$ cat src/rtl/core/ngh_pkg.sv
// shared types, constants and head tables for the n-gram hash row id block
package ngh_pkg;

  localparam int HEAD_W  = 4;
  localparam int ROW_W   = 29;
  localparam int PRIME_W = 25;
  localparam int TOK_W   = 32;
  localparam int HASH_W  = 64;
  localparam int QUEUE_DEPTH = 2;
  localparam int RECIP_W     = 16;
  localparam int RECIP_SHIFT = 40;

  localparam logic [63:0] MUL_UNI = 64'd23703573157769;
  localparam logic [63:0] MUL_BI  = 64'd20109073645365;
  localparam logic [63:0] MUL_TRI = 64'd8052911324071;

  // constants split into a low word and the few high bits above it
  localparam logic [31:0] UNI_LO = MUL_UNI[31:0];
  localparam logic [12:0] UNI_HI = MUL_UNI[44:32];
  localparam logic [31:0] BI_LO  = MUL_BI[31:0];
  localparam logic [12:0] BI_HI  = MUL_BI[44:32];
  localparam logic [31:0] TRI_LO = MUL_TRI[31:0];
  localparam logic [12:0] TRI_HI = MUL_TRI[44:32];

  typedef struct packed {
    logic signed [TOK_W-1:0] cur;
    logic signed [TOK_W-1:0] h1;
    logic signed [TOK_W-1:0] h2;
  } entry_t;

  typedef struct packed {
    logic [HASH_W-1:0] hash;
    logic [HEAD_W-1:0] head;
    logic              last;
  } mod_req_t;

  typedef logic [15:0][PRIME_W-1:0] prime_tab_t;
  typedef logic [15:0][RECIP_W-1:0] recip_tab_t;

  function automatic logic [PRIME_W-1:0] head_prime(input logic [HEAD_W-1:0] h);
    logic [PRIME_W-1:0] p;
    case (h)
      4'd0:    p = 25'd20000003;
      4'd1:    p = 25'd20000023;
      4'd2:    p = 25'd20000033;
      4'd3:    p = 25'd20000047;
      4'd4:    p = 25'd20000059;
      4'd5:    p = 25'd20000063;
      4'd6:    p = 25'd20000069;
      4'd7:    p = 25'd20000077;
      4'd8:    p = 25'd20000081;
      4'd9:    p = 25'd20000093;
      4'd10:   p = 25'd20000107;
      4'd11:   p = 25'd20000147;
      4'd12:   p = 25'd20000153;
      4'd13:   p = 25'd20000159;
      4'd14:   p = 25'd20000161;
      4'd15:   p = 25'd20000171;
      default: p = 25'd20000003;
    endcase
    return p;
  endfunction

  function automatic logic [ROW_W-1:0] head_base(input logic [HEAD_W-1:0] h);
    logic [ROW_W-1:0] b;
    case (h)
      4'd0:    b = 29'd0;
      4'd1:    b = 29'd20000003;
      4'd2:    b = 29'd40000026;
      4'd3:    b = 29'd60000059;
      4'd4:    b = 29'd80000106;
      4'd5:    b = 29'd100000165;
      4'd6:    b = 29'd120000228;
      4'd7:    b = 29'd140000297;
      4'd8:    b = 29'd160000374;
      4'd9:    b = 29'd180000455;
      4'd10:   b = 29'd200000548;
      4'd11:   b = 29'd220000655;
      4'd12:   b = 29'd240000802;
      4'd13:   b = 29'd260000955;
      4'd14:   b = 29'd280001114;
      4'd15:   b = 29'd300001275;
      default: b = 29'd0;
    endcase
    return b;
  endfunction

  // 2^e mod prime for every head, evaluated at elaboration
  function automatic prime_tab_t pow2_mod_tab(input int unsigned e);
    prime_tab_t t;
    for (int i = 0; i < 16; i++) begin
      t[i] = PRIME_W'((64'd1 << e) % 64'(head_prime(HEAD_W'(i))));
    end
    return t;
  endfunction

  // floor(2^RECIP_SHIFT / prime) for every head
  function automatic recip_tab_t recip_tab();
    recip_tab_t t;
    for (int i = 0; i < 16; i++) begin
      t[i] = RECIP_W'((64'd1 << RECIP_SHIFT) / 64'(head_prime(HEAD_W'(i))));
    end
    return t;
  endfunction

  localparam prime_tab_t W32_TAB   = pow2_mod_tab(32);
  localparam prime_tab_t W48_TAB   = pow2_mod_tab(48);
  localparam recip_tab_t RECIP_TAB = recip_tab();

endpackage

$ cat src/rtl/core/ngh_fifo.sv
// short queue of classified tokens between front and back
module ngh_fifo (
  input  logic            clk_i,
  input  logic            rst_ni,
  input  logic            push_i,
  input  ngh_pkg::entry_t data_i,
  output logic            full_o,
  input  logic            pop_i,
  output logic            valid_o,
  output ngh_pkg::entry_t data_o
);

  localparam int Depth = ngh_pkg::QUEUE_DEPTH;
  localparam int PtrW  = (Depth > 1) ? $clog2(Depth) : 1;
  localparam int CntW  = $clog2(Depth + 1);

  ngh_pkg::entry_t mem_q [Depth];
  logic [PtrW-1:0] wr_q, rd_q;
  logic [CntW-1:0] cnt_q;

  assign full_o  = (cnt_q == CntW'(Depth));
  assign valid_o = (cnt_q != '0);
  assign data_o  = mem_q[rd_q];

  always_ff @(posedge clk_i) begin
    if (push_i) begin
      mem_q[wr_q] <= data_i;
    end
  end

  always_ff @(posedge clk_i or negedge rst_ni) begin
    if (!rst_ni) begin
      wr_q  <= '0;
      rd_q  <= '0;
      cnt_q <= '0;
    end else begin
      if (push_i) begin
        wr_q <= (wr_q == PtrW'(Depth - 1)) ? '0 : wr_q + PtrW'(1);
      end
      if (pop_i) begin
        rd_q <= (rd_q == PtrW'(Depth - 1)) ? '0 : rd_q + PtrW'(1);
      end
      if (push_i && !pop_i) begin
        cnt_q <= cnt_q + CntW'(1);
      end else if (pop_i && !push_i) begin
        cnt_q <= cnt_q - CntW'(1);
      end
    end
  end

endmodule

$ cat config.mk
export PLATFORM = sky130hd
export DESIGN_NAME = ngh_fifo
export DESIGN_NICKNAME = d
export VERILOG_FILES = /design/src/rtl/core/ngh_pkg.sv /design/src/rtl/core/ngh_fifo.sv
export SDC_FILE = /design/constraint.sdc
export NUM_CORES = 1
export LEC_CHECK = 0
export ABC_CLOCK_PERIOD_IN_PS = 7040
export BUFFER_PORTS_ARGS = -buffer_cell sky130_fd_sc_hd__buf_2
export CORE_ASPECT_RATIO = 0.8
export CORE_MARGIN = 3
export CORE_UTILIZATION = 54
export CTS_BUF_LIST = sky130_fd_sc_hd__clkbuf_4 sky130_fd_sc_hd__clkbuf_8
export CTS_CLUSTER_SIZE = 24
export DETAILED_ROUTE_END_ITERATION = 6
export PLACE_DENSITY_LB_ADDON = 0.08
export SLEW_MARGIN = 15
export SYNTH_ARGS = -nofsm -noshare
export SYNTH_HDL_FRONTEND = slang
export SYNTH_SLANG_ARGS = --single-unit
$ cat constraint.sdc
create_clock -name clk_i -period 7.04 [get_ports clk_i]
set_input_delay 1.76 -clock clk_i [delete_from_list [all_inputs] [get_ports clk_i]]
set_output_delay 1.76 -clock clk_i [all_outputs]
set_load 0.02 [all_outputs]
* Word-level counts from Yosys, hierarchy flattened
Memories as Yosys holds them, arrays and structs flattened.
Index checks and enable logic that the tools add are counted.
** Operators by class
- Mux-type cells :: 6
- Equality and inequality tests :: 1
- Reductions and logical operators :: 6
- $add $sub $neg :: 4
** Operator list (count)
- $mux W1 :: 4
- $mux W2 :: 2
- $reduce_bool A2 Y1 :: 2
- $add A1 B1 Y1 const B :: 2
- $add A2 B1 Y2 const B :: 1
- $eq A2 B2 Y1 const B :: 1
- $logic_and A1 B1 Y1 :: 2
- $logic_not A1 Y1 :: 2
- $sub A2 B1 Y2 const B :: 1
** Word-level totals
- Register bits :: 4
- Input port bits :: 100
- Output and inout bits :: 98
- RAM bits :: 192
- Logic and storage cells :: 21
- Memories kept :: 1
** Memories
- mem_q :: words 2, bits a word 96, rd ports 1, clocked after Yosys merged registers in 0, write ports 1, RTL line ngh_fifo.sv:17 : ngh_pkg::entry_t mem_q [Depth];

* Logic depth before layout (Yosys ltp)
Gate-level depths: netlist (run 1).
- Depth after elaboration :: 4
- Mapped depth :: 5
- Depth with buffers taken out :: 5

* Worst setup path before layout (run 1)
No wires, ideal clock.
- Path kind :: input port to flip-flop
- Start :: input port push_i
- End :: memory mem_q[0][0] (netlist bit), enable pin
- Data required time :: 6.477 ns
- Stages on the path :: 1
- Library setup time :: 0.563 ns
- Arrival :: 5.941 ns
- Path buffers :: 0
- Setup slack :: 0.536 ns
- Path through :: nor2b_1
** Between the ends
- Longest elaborated chain between the ends :: 2
** RTL lines
- start, declared :: RTL line ngh_fifo.sv:5 : input logic push_i,
- $mux W1 :: RTL line ngh_fifo.sv:26 : if (push_i) begin
- $mux W1 (implied by the code) :: RTL line ngh_fifo.sv:27 : mem_q[wr_q] <= data_i;
- end, declared :: RTL line ngh_fifo.sv:17
No other way between the ends.

==> impl_results.md, run 1 <==
* Hold_buf cts at 0
* Period utilisation layout at between 60% and 70%
* Cells after Synth at 315
* CTS buffer count at 17
* Vias in the first global route at between 3000 and 4000
* Clock buffer depth at 2
* Row cnt at 37
* Status: finished clean
* Vias after detailed routing at around 3500
* Critical Path RT at ~5.3 ns
* Max Fclk at approximately 220 MHz
* H-tree levels at 4
* Critical Path Start Type: register
* Layout cells sized above 1 at roughly 62%
* Clk sinks at 196
* Synth top area share at approximately four fifths
* Min Clock Period, post-route at roughly 4.5 ns
* Area contributors post-synth: edfxtp_1 (80%), mux2_2 (10%), mux2_4 (6.2%)
* Core Area at 0.0130 mm²
* Gpl congestion at about 0.73
* Max-slew violations at 0
* YS warnings at 0
* GRT Residual Overflow at 0
* Sequential fraction of the synthesis area at between 80% and 90%
* VDD IR-drop max at about 0.25 mV
* Leak at 3.41 nW
* Postcts setup bufs at 0
* Most frequent cell after synthesis: edfxtp_1
* Critical path fanouts, max at between 50 and 60
* Final antenna-violating net count at 0
* Wirelength, routed at ~13000 µm
* Max Cap Viol at 0
* Worst-skew pair later-pin latency at approximately 0.46 ns
* Syn Nets at 416
* Global-route wire length before repair at approximately 19000 µm
* Power per Cell Area at 402 mW/mm²
* Nets at approximately 630
* Initial Util at approximately 56%
* WL/cell at between 15 and 20 µm
* Post-detailed-placement half-perimeter wirelength at approximately 8600 µm
* Crit path kind: register to output port
* Initial antenna violation count at 1
* Fin worst setup slack at about 2.5 ns
* Synthesized area at 0.00723 mm²
* Via density at between 4 and 5
* Crit. End Element: output port
* Worst Hold Class: register to register
* CTS tree: done
* Overall die area at ~0.015 mm²
* Synth cell count leaders: edfxtp_1 (192), mux2_2 (66), mux2_4 (30), buf_2 (6), buf_6 (5)
* Clock Pin Slew Worst Setup and Hold Paths at ~0.080 ns
* Layout area overhead at 21.5%
* Post-route cell area at just under 0.009 mm²
* Unique masters post-synth at 14
* Pin count of the biggest net entering global routing at 55
* Syn_area_per_cell at roughly 23 µm²
* Yosys reg bits at 196
* Asr flop ratio synth at 2.04%
* Slew margin rel. at approximately 49%
* Post-synth EDFFs at 192
* Resize count post-CTS at 0
* Synth area leader: edfxtp_1
* Sum Neg Setup Slack at 0 ns
* Final Hold Viols at 0
* RSZ-0062 raised after global routing: false
* First-pass DRT Iterations at 4
* Die Span X at between 100 and 150 µm
* Final setup violating endpoints at 0
* Worst EP arrival at ~2.7 ns
* Worst Tran Pin Value at just under 0.8 ns
* Clock root buffer: clkbuf_8
* # IOs at just under 200
* Number of inserted diodes at 0
* Synth Flop Type: edfxtp_1
* Port bufs at 197
* Worst Skew at between 0.01 and 0.015 ns
* Place WS at just over 3 ns
* Residual DRC count at 0
* Fin util at between 60 and 70%
* Total Routing Usage GR at 17.7%
* Initial DRC count at just over 200
* Post-place instance area at around 0.0084 mm²
* Die Height at 110 µm
==> flip-flops by register name (all words and copies together) (netlist names) <==
name   count
rd_q       1
wr_q       1
cnt_q      2
mem_q    192
==> through the flow <==
step	instances	total power, W	hold WS [ns]
after floorplan	315	0.00254	0.447
after global placement	680	0.00286	0.462
after detailed placement	680	0.00287	0.481
after CTS	712	0.00358	0.499
after global routing	712	0.00371	0.528
final	712	0.00353	0.498
==> logic make-up (layout without fill, tap and decap cells) <==
family                     after synthesis  in the layout  share of synthesized area [%]
DFF                                    196            196                           81.1
muxes                                   96             96                           16.5
buffers and inverters                   12            234                           1.25
xor gates and xnor gates                 5              5                          0.605
and+or+nand+nor                          5              5                          0.398
adders and majority gates                1              1                          0.173
==> final timing paths <==
check / cells after the start / to / startpoint / slack [ns]
setup / recovery: 3 / data_o[2] / rd_q$_DFFE_PN0P_ / 2.54
hold / removal: 1 / cnt_q[1]$_DFFE_PN0P_ / cnt_q[1]$_DFFE_PN0P_ / 0.50
setup reg to reg: 2 / mem_q[1][5]$_DFFE_PP_ / wr_q$_DFFE_PN0P_ / 4.94
hold reg to reg: 1 / cnt_q[1]$_DFFE_PN0P_ / cnt_q[1]$_DFFE_PN0P_ / 0.50
max in group asynchronous: 1 / rd_q$_DFFE_PN0P_ / rst_ni / 5.78
min in group asynchronous: 1 / wr_q$_DFFE_PN0P_ / rst_ni / 1.11
==> area by class of cell <==
| cell class | instances | area, µm² |
|---|---|---|
| multi-input cells | 107 | 1290 |
| well taps | 175 | 219 |
| fillers | 934 | 4170 |
| clock inverters | 6 | 80.1 |
| clock buffers | 26 | 314 |
| inverters | 1 | 3.75 |
| repair buffers | 201 | 1020 |
| flip-flops and latches | 196 | 5870 |
==> routing by layer <==
| metal | wire length (µm) | vias up | GRT usage [%] | part of all wire [%] |
|---|---|---|---|---|
| met4 | 188 | 2 | 7.55 | 1.5 |
| met2 | 6290 | 130 | 28.0 | 49 |
| met1 | 5450 | 1722 | 22.3 | 42 |
| li1 | - | 1663 | - | - |
| met5 | 7 | - | 0 | 0.054 |
| met3 | 977 | 17 | 6.68 | 7.6 |
==> worst max-delay path, cell delays in order, from the launching register on <==
cell and delay (ns):
dfrtp_4 0.90, buf_4 0.73, mux2_2 0.43, buf_2 0.16
==> power by group <==
part / internal [W] / switching [W] / leakage (nW)
Combinational: 0.000495 / 0.000668 / 1.35
Clock: 0.000360 / 0.000346 / 0.213
Sequential: 0.00155 / 0.000113 / 1.85
==> cells in the final DEF, fill, tap and decap left out, drive strengths merged, types with 2 or more instances in the layout <==
cell type  Yosys  layout
nor2b          2       2
dfrtp          4       4
xor2           4       4
clkinv         0       4
edfxtp       192     192
buf           11     201
bufinv         0       2
clkbuf         0      26
mux2          96      96
Note: power is estimated with default switching activity, not from simulation.
==> inputs of run 2 (changes only) <==
--- a/config.mk
+++ b/config.mk
@@ -5,7 +5,7 @@
 export SDC_FILE = /design/constraint.sdc
 export NUM_CORES = 1
 export LEC_CHECK = 0
-export ABC_CLOCK_PERIOD_IN_PS = 7040
+export ABC_CLOCK_PERIOD_IN_PS = 4200
 export BUFFER_PORTS_ARGS = -buffer_cell sky130_fd_sc_hd__buf_2
 export CORE_ASPECT_RATIO = 0.8
 export CORE_MARGIN = 3
==> constraint.sdc (replaced) <==
create_clock -name clk_i -period 4.2 [get_ports clk_i]
set_input_delay 1.05 -clock clk_i [delete_from_list [all_inputs] [get_ports clk_i]]
set_output_delay 1.05 -clock clk_i [all_outputs]
set_load 0.02 [all_outputs]
==> run 2 against run 1 <==
Compared with the run above: first-iteration DRC count is 46% higher; routed wire length is 1.3% higher; sequential power is 64% higher; via count is 1.2% higher; cell count stayed put; largest cell class unchanged; global-route usage hardly changed; hold slack worse by 0.10 ns; non-clock buffer count stayed put; clock skew is 0.010 ns lower; highest routed layer unchanged; critical path depth stayed put; die area stayed put; combinational power is 75% higher.
==> impl_results.md, run 2 (synthesized netlist as in run 1, its figures left out) <==
* Wirelength, routed at roughly 13000 µm
* CP cell instances: buf_12 -> mux2_2 -> buf_2
* Crit. End Element: output port
* Leak at ~3.4 nW
* Initial antenna violation count at 1
* WL/cell at 18.4 µm
* Worst Skew at 0.00378 ns
* Initial DRC count at 296
* Slew margin rel. at 47.5%
* Max Cap Viol at 0
* CTS buffer count at 17
* Port bufs at 197
* Critical path fanouts, max at 76
* First-pass DRT Iterations at 4
* Clock buffer depth at 2
* Residual DRC count at 0
* Commonest non-fill, non-tap cell in the layout: buf_2
* H-tree levels at 4
* Global-route wire length before repair at ~19000 µm
* CP Buf/Inv Count at 2
* Worst Tran Pin Value at 0.788 ns
* Power per Cell Area at approximately 660 mW/mm²
* Nets at roughly 630
* Reg power frac at a little under half
* Layout cells sized above 1 at approximately 61%
* Worst R2R Path Depth at 2
* Via density at ~5.0
* Final Hold Viols at 0
* Max-slew violations at 0
* Reg-to-Reg End: mem_q[1][18]$_DFFE_PP_
* Critical Path RT at ~3.2 ns
* Final hold slack at ~0.39 ns
* Postcts setup bufs at 0
* Clock root buffer: clkbuf_8
* # IOs at between 150 and 200
* Gpl congestion at between 0.7 and 0.8
* Combinational power share at between 30% and 40%
* CTS tree: done
* Total chip power at 0.00582 W
* Resize count post-CTS at 0
* Worst EP arrival at around 2.2 ns
* Slowest stage delay, CP at ~0.64 ns
* VDD IR-drop max at between 0.7 and 0.8 mV
* Worst Hold Class: primary input to async pin
* Sw Share at 32.5%
* Max Fclk at ~310 MHz
* Status: finished clean
* Post-detailed-placement half-perimeter wirelength at roughly 8600 µm
* Vias after detailed routing at approximately 3600
* Internal power at just under 0.004 W
* Layout area overhead at 21.1%
* RSZ-0062 raised after global routing: false
* Commonest non-fill, non-tap cells in the layout: buf_2 (197), edfxtp_1 (192), mux2_2 (66), mux2_4 (30), clkbuf_8 (17)
* Overall die area at 0.0148 mm²
* Clock Pin Slew Worst Setup and Hold Paths at about 0.080 ns
* Period utilisation layout at 76.7%
* Pin count of the biggest net entering global routing at a little under 80
* Psw at about 0.0019 W
* Most flop-heavy register: mem_q
* Vias in the first global route at roughly 3700
* Min Clock Period, post-route at 3.22 ns
* Critical Path Start Type: register
* Die Span X at ~140 µm
* Core Area at between 0.01 and 0.015 mm²
* Clk sinks at slightly below 200
* Sum Neg Setup Slack at 0 ns
* Final setup violating endpoints at 0
* Worst reg2reg startpoint: wr_q$_DFFE_PN0P_
* R2R setup slack at between 2 and 2.5 ns
* Worst path top cell family by delay: flip-flops
* GRT Residual Overflow at 0
* Hold_buf cts at 0
* Die Height at approximately 110 µm
* Worst-skew pair later-pin latency at 0.44 ns
* Crit-path slowest cell: dfrtp_4
* Clock power share at 18.3%
* Final antenna-violating net count at 0
* Row cnt at 37
* Crit path kind: register to output port
* Initial Util at 55.8%
* Largest registers: mem_q x192, cnt_q x2
* Max reg flops at ~190
* Total Routing Usage GR at about 18%
==> run 2: cell types whose count changed in the layout (fill, tap and decap cells not counted) <==
cell	delta
buf_4	-2
bufinv_16	-1
clkbuf_8	-2
diode_2	+1
buf_12	+2
clkinv_1	+5
clkbuf_4	-2
clkinv_2	-1
==> run 2: how the worst max path moves through the flow <==
stage | start | endpoint | slack, ns | cells after the start
finish | rd_q$_DFFE_PN0P_ | data_o[85] | 0.98 | 3
global route | rd_q$_DFFE_PN0P_ | data_o[15] | 0.87 | 3
CTS | rd_q$_DFFE_PN0P_ | data_o[15] | 0.96 | 3
detailed placement | rd_q$_DFFE_PN0P_ | data_o[15] | 1.47 | 3
global placement | rd_q$_DFFE_PN0P_ | data_o[15] | 1.48 | 3
floorplan | push_i | mem_q[0][0]$_DFFE_PP_ | 0.21 | 1
==> run 2: final cells by class <==
class | count | area, µm²
Inverter | 1 | 3.75
Timing Repair Buffer | 201 | 1040
Clock buffer | 22 | 272
Clock inverter | 9 | 63.8
Fill cell | 910 | 4200
Multi-Input combinational cell | 107 | 1290
Antenna cell | 1 | 2.50
Sequential cell | 196 | 5870
Tap cell | 175 | 219
==> run 2: power groups by stage <==
stage	clock (W)	sequential (W)	combinational [W]
after detailed placement	0	0.00278	0.00205
after floorplan	0	0.00273	0.00152
final	0.00106	0.00273	0.00203
after global routing	0.00119	0.00277	0.00217
after CTS	0.00109	0.00274	0.00206
after global placement	0	0.00276	0.00205
==> run 2: metrics by stage <==
step	setup WS, ns	util (%)	std cells	instance area (µm²)
floorplan	0.207	-	315	7240
global placement	1.48	65.0	680	8420
detailed placement	1.47	65.0	680	8420
CTS	0.964	67.6	711	8760
global route	0.865	67.6	711	8760
finish	0.979	67.6	712	8760
==> run 2: layer usage <==
metal / track usage (%) / vias up / wire length [µm]
li1: - / 1659 / -
met1: 21.9 / 1773 / 5300
met2: 27.7 / 125 / 6290
met3: 8.19 / 16 / 1270
met4: 6.91 / 2 / 191
met5: 0 / - / 13
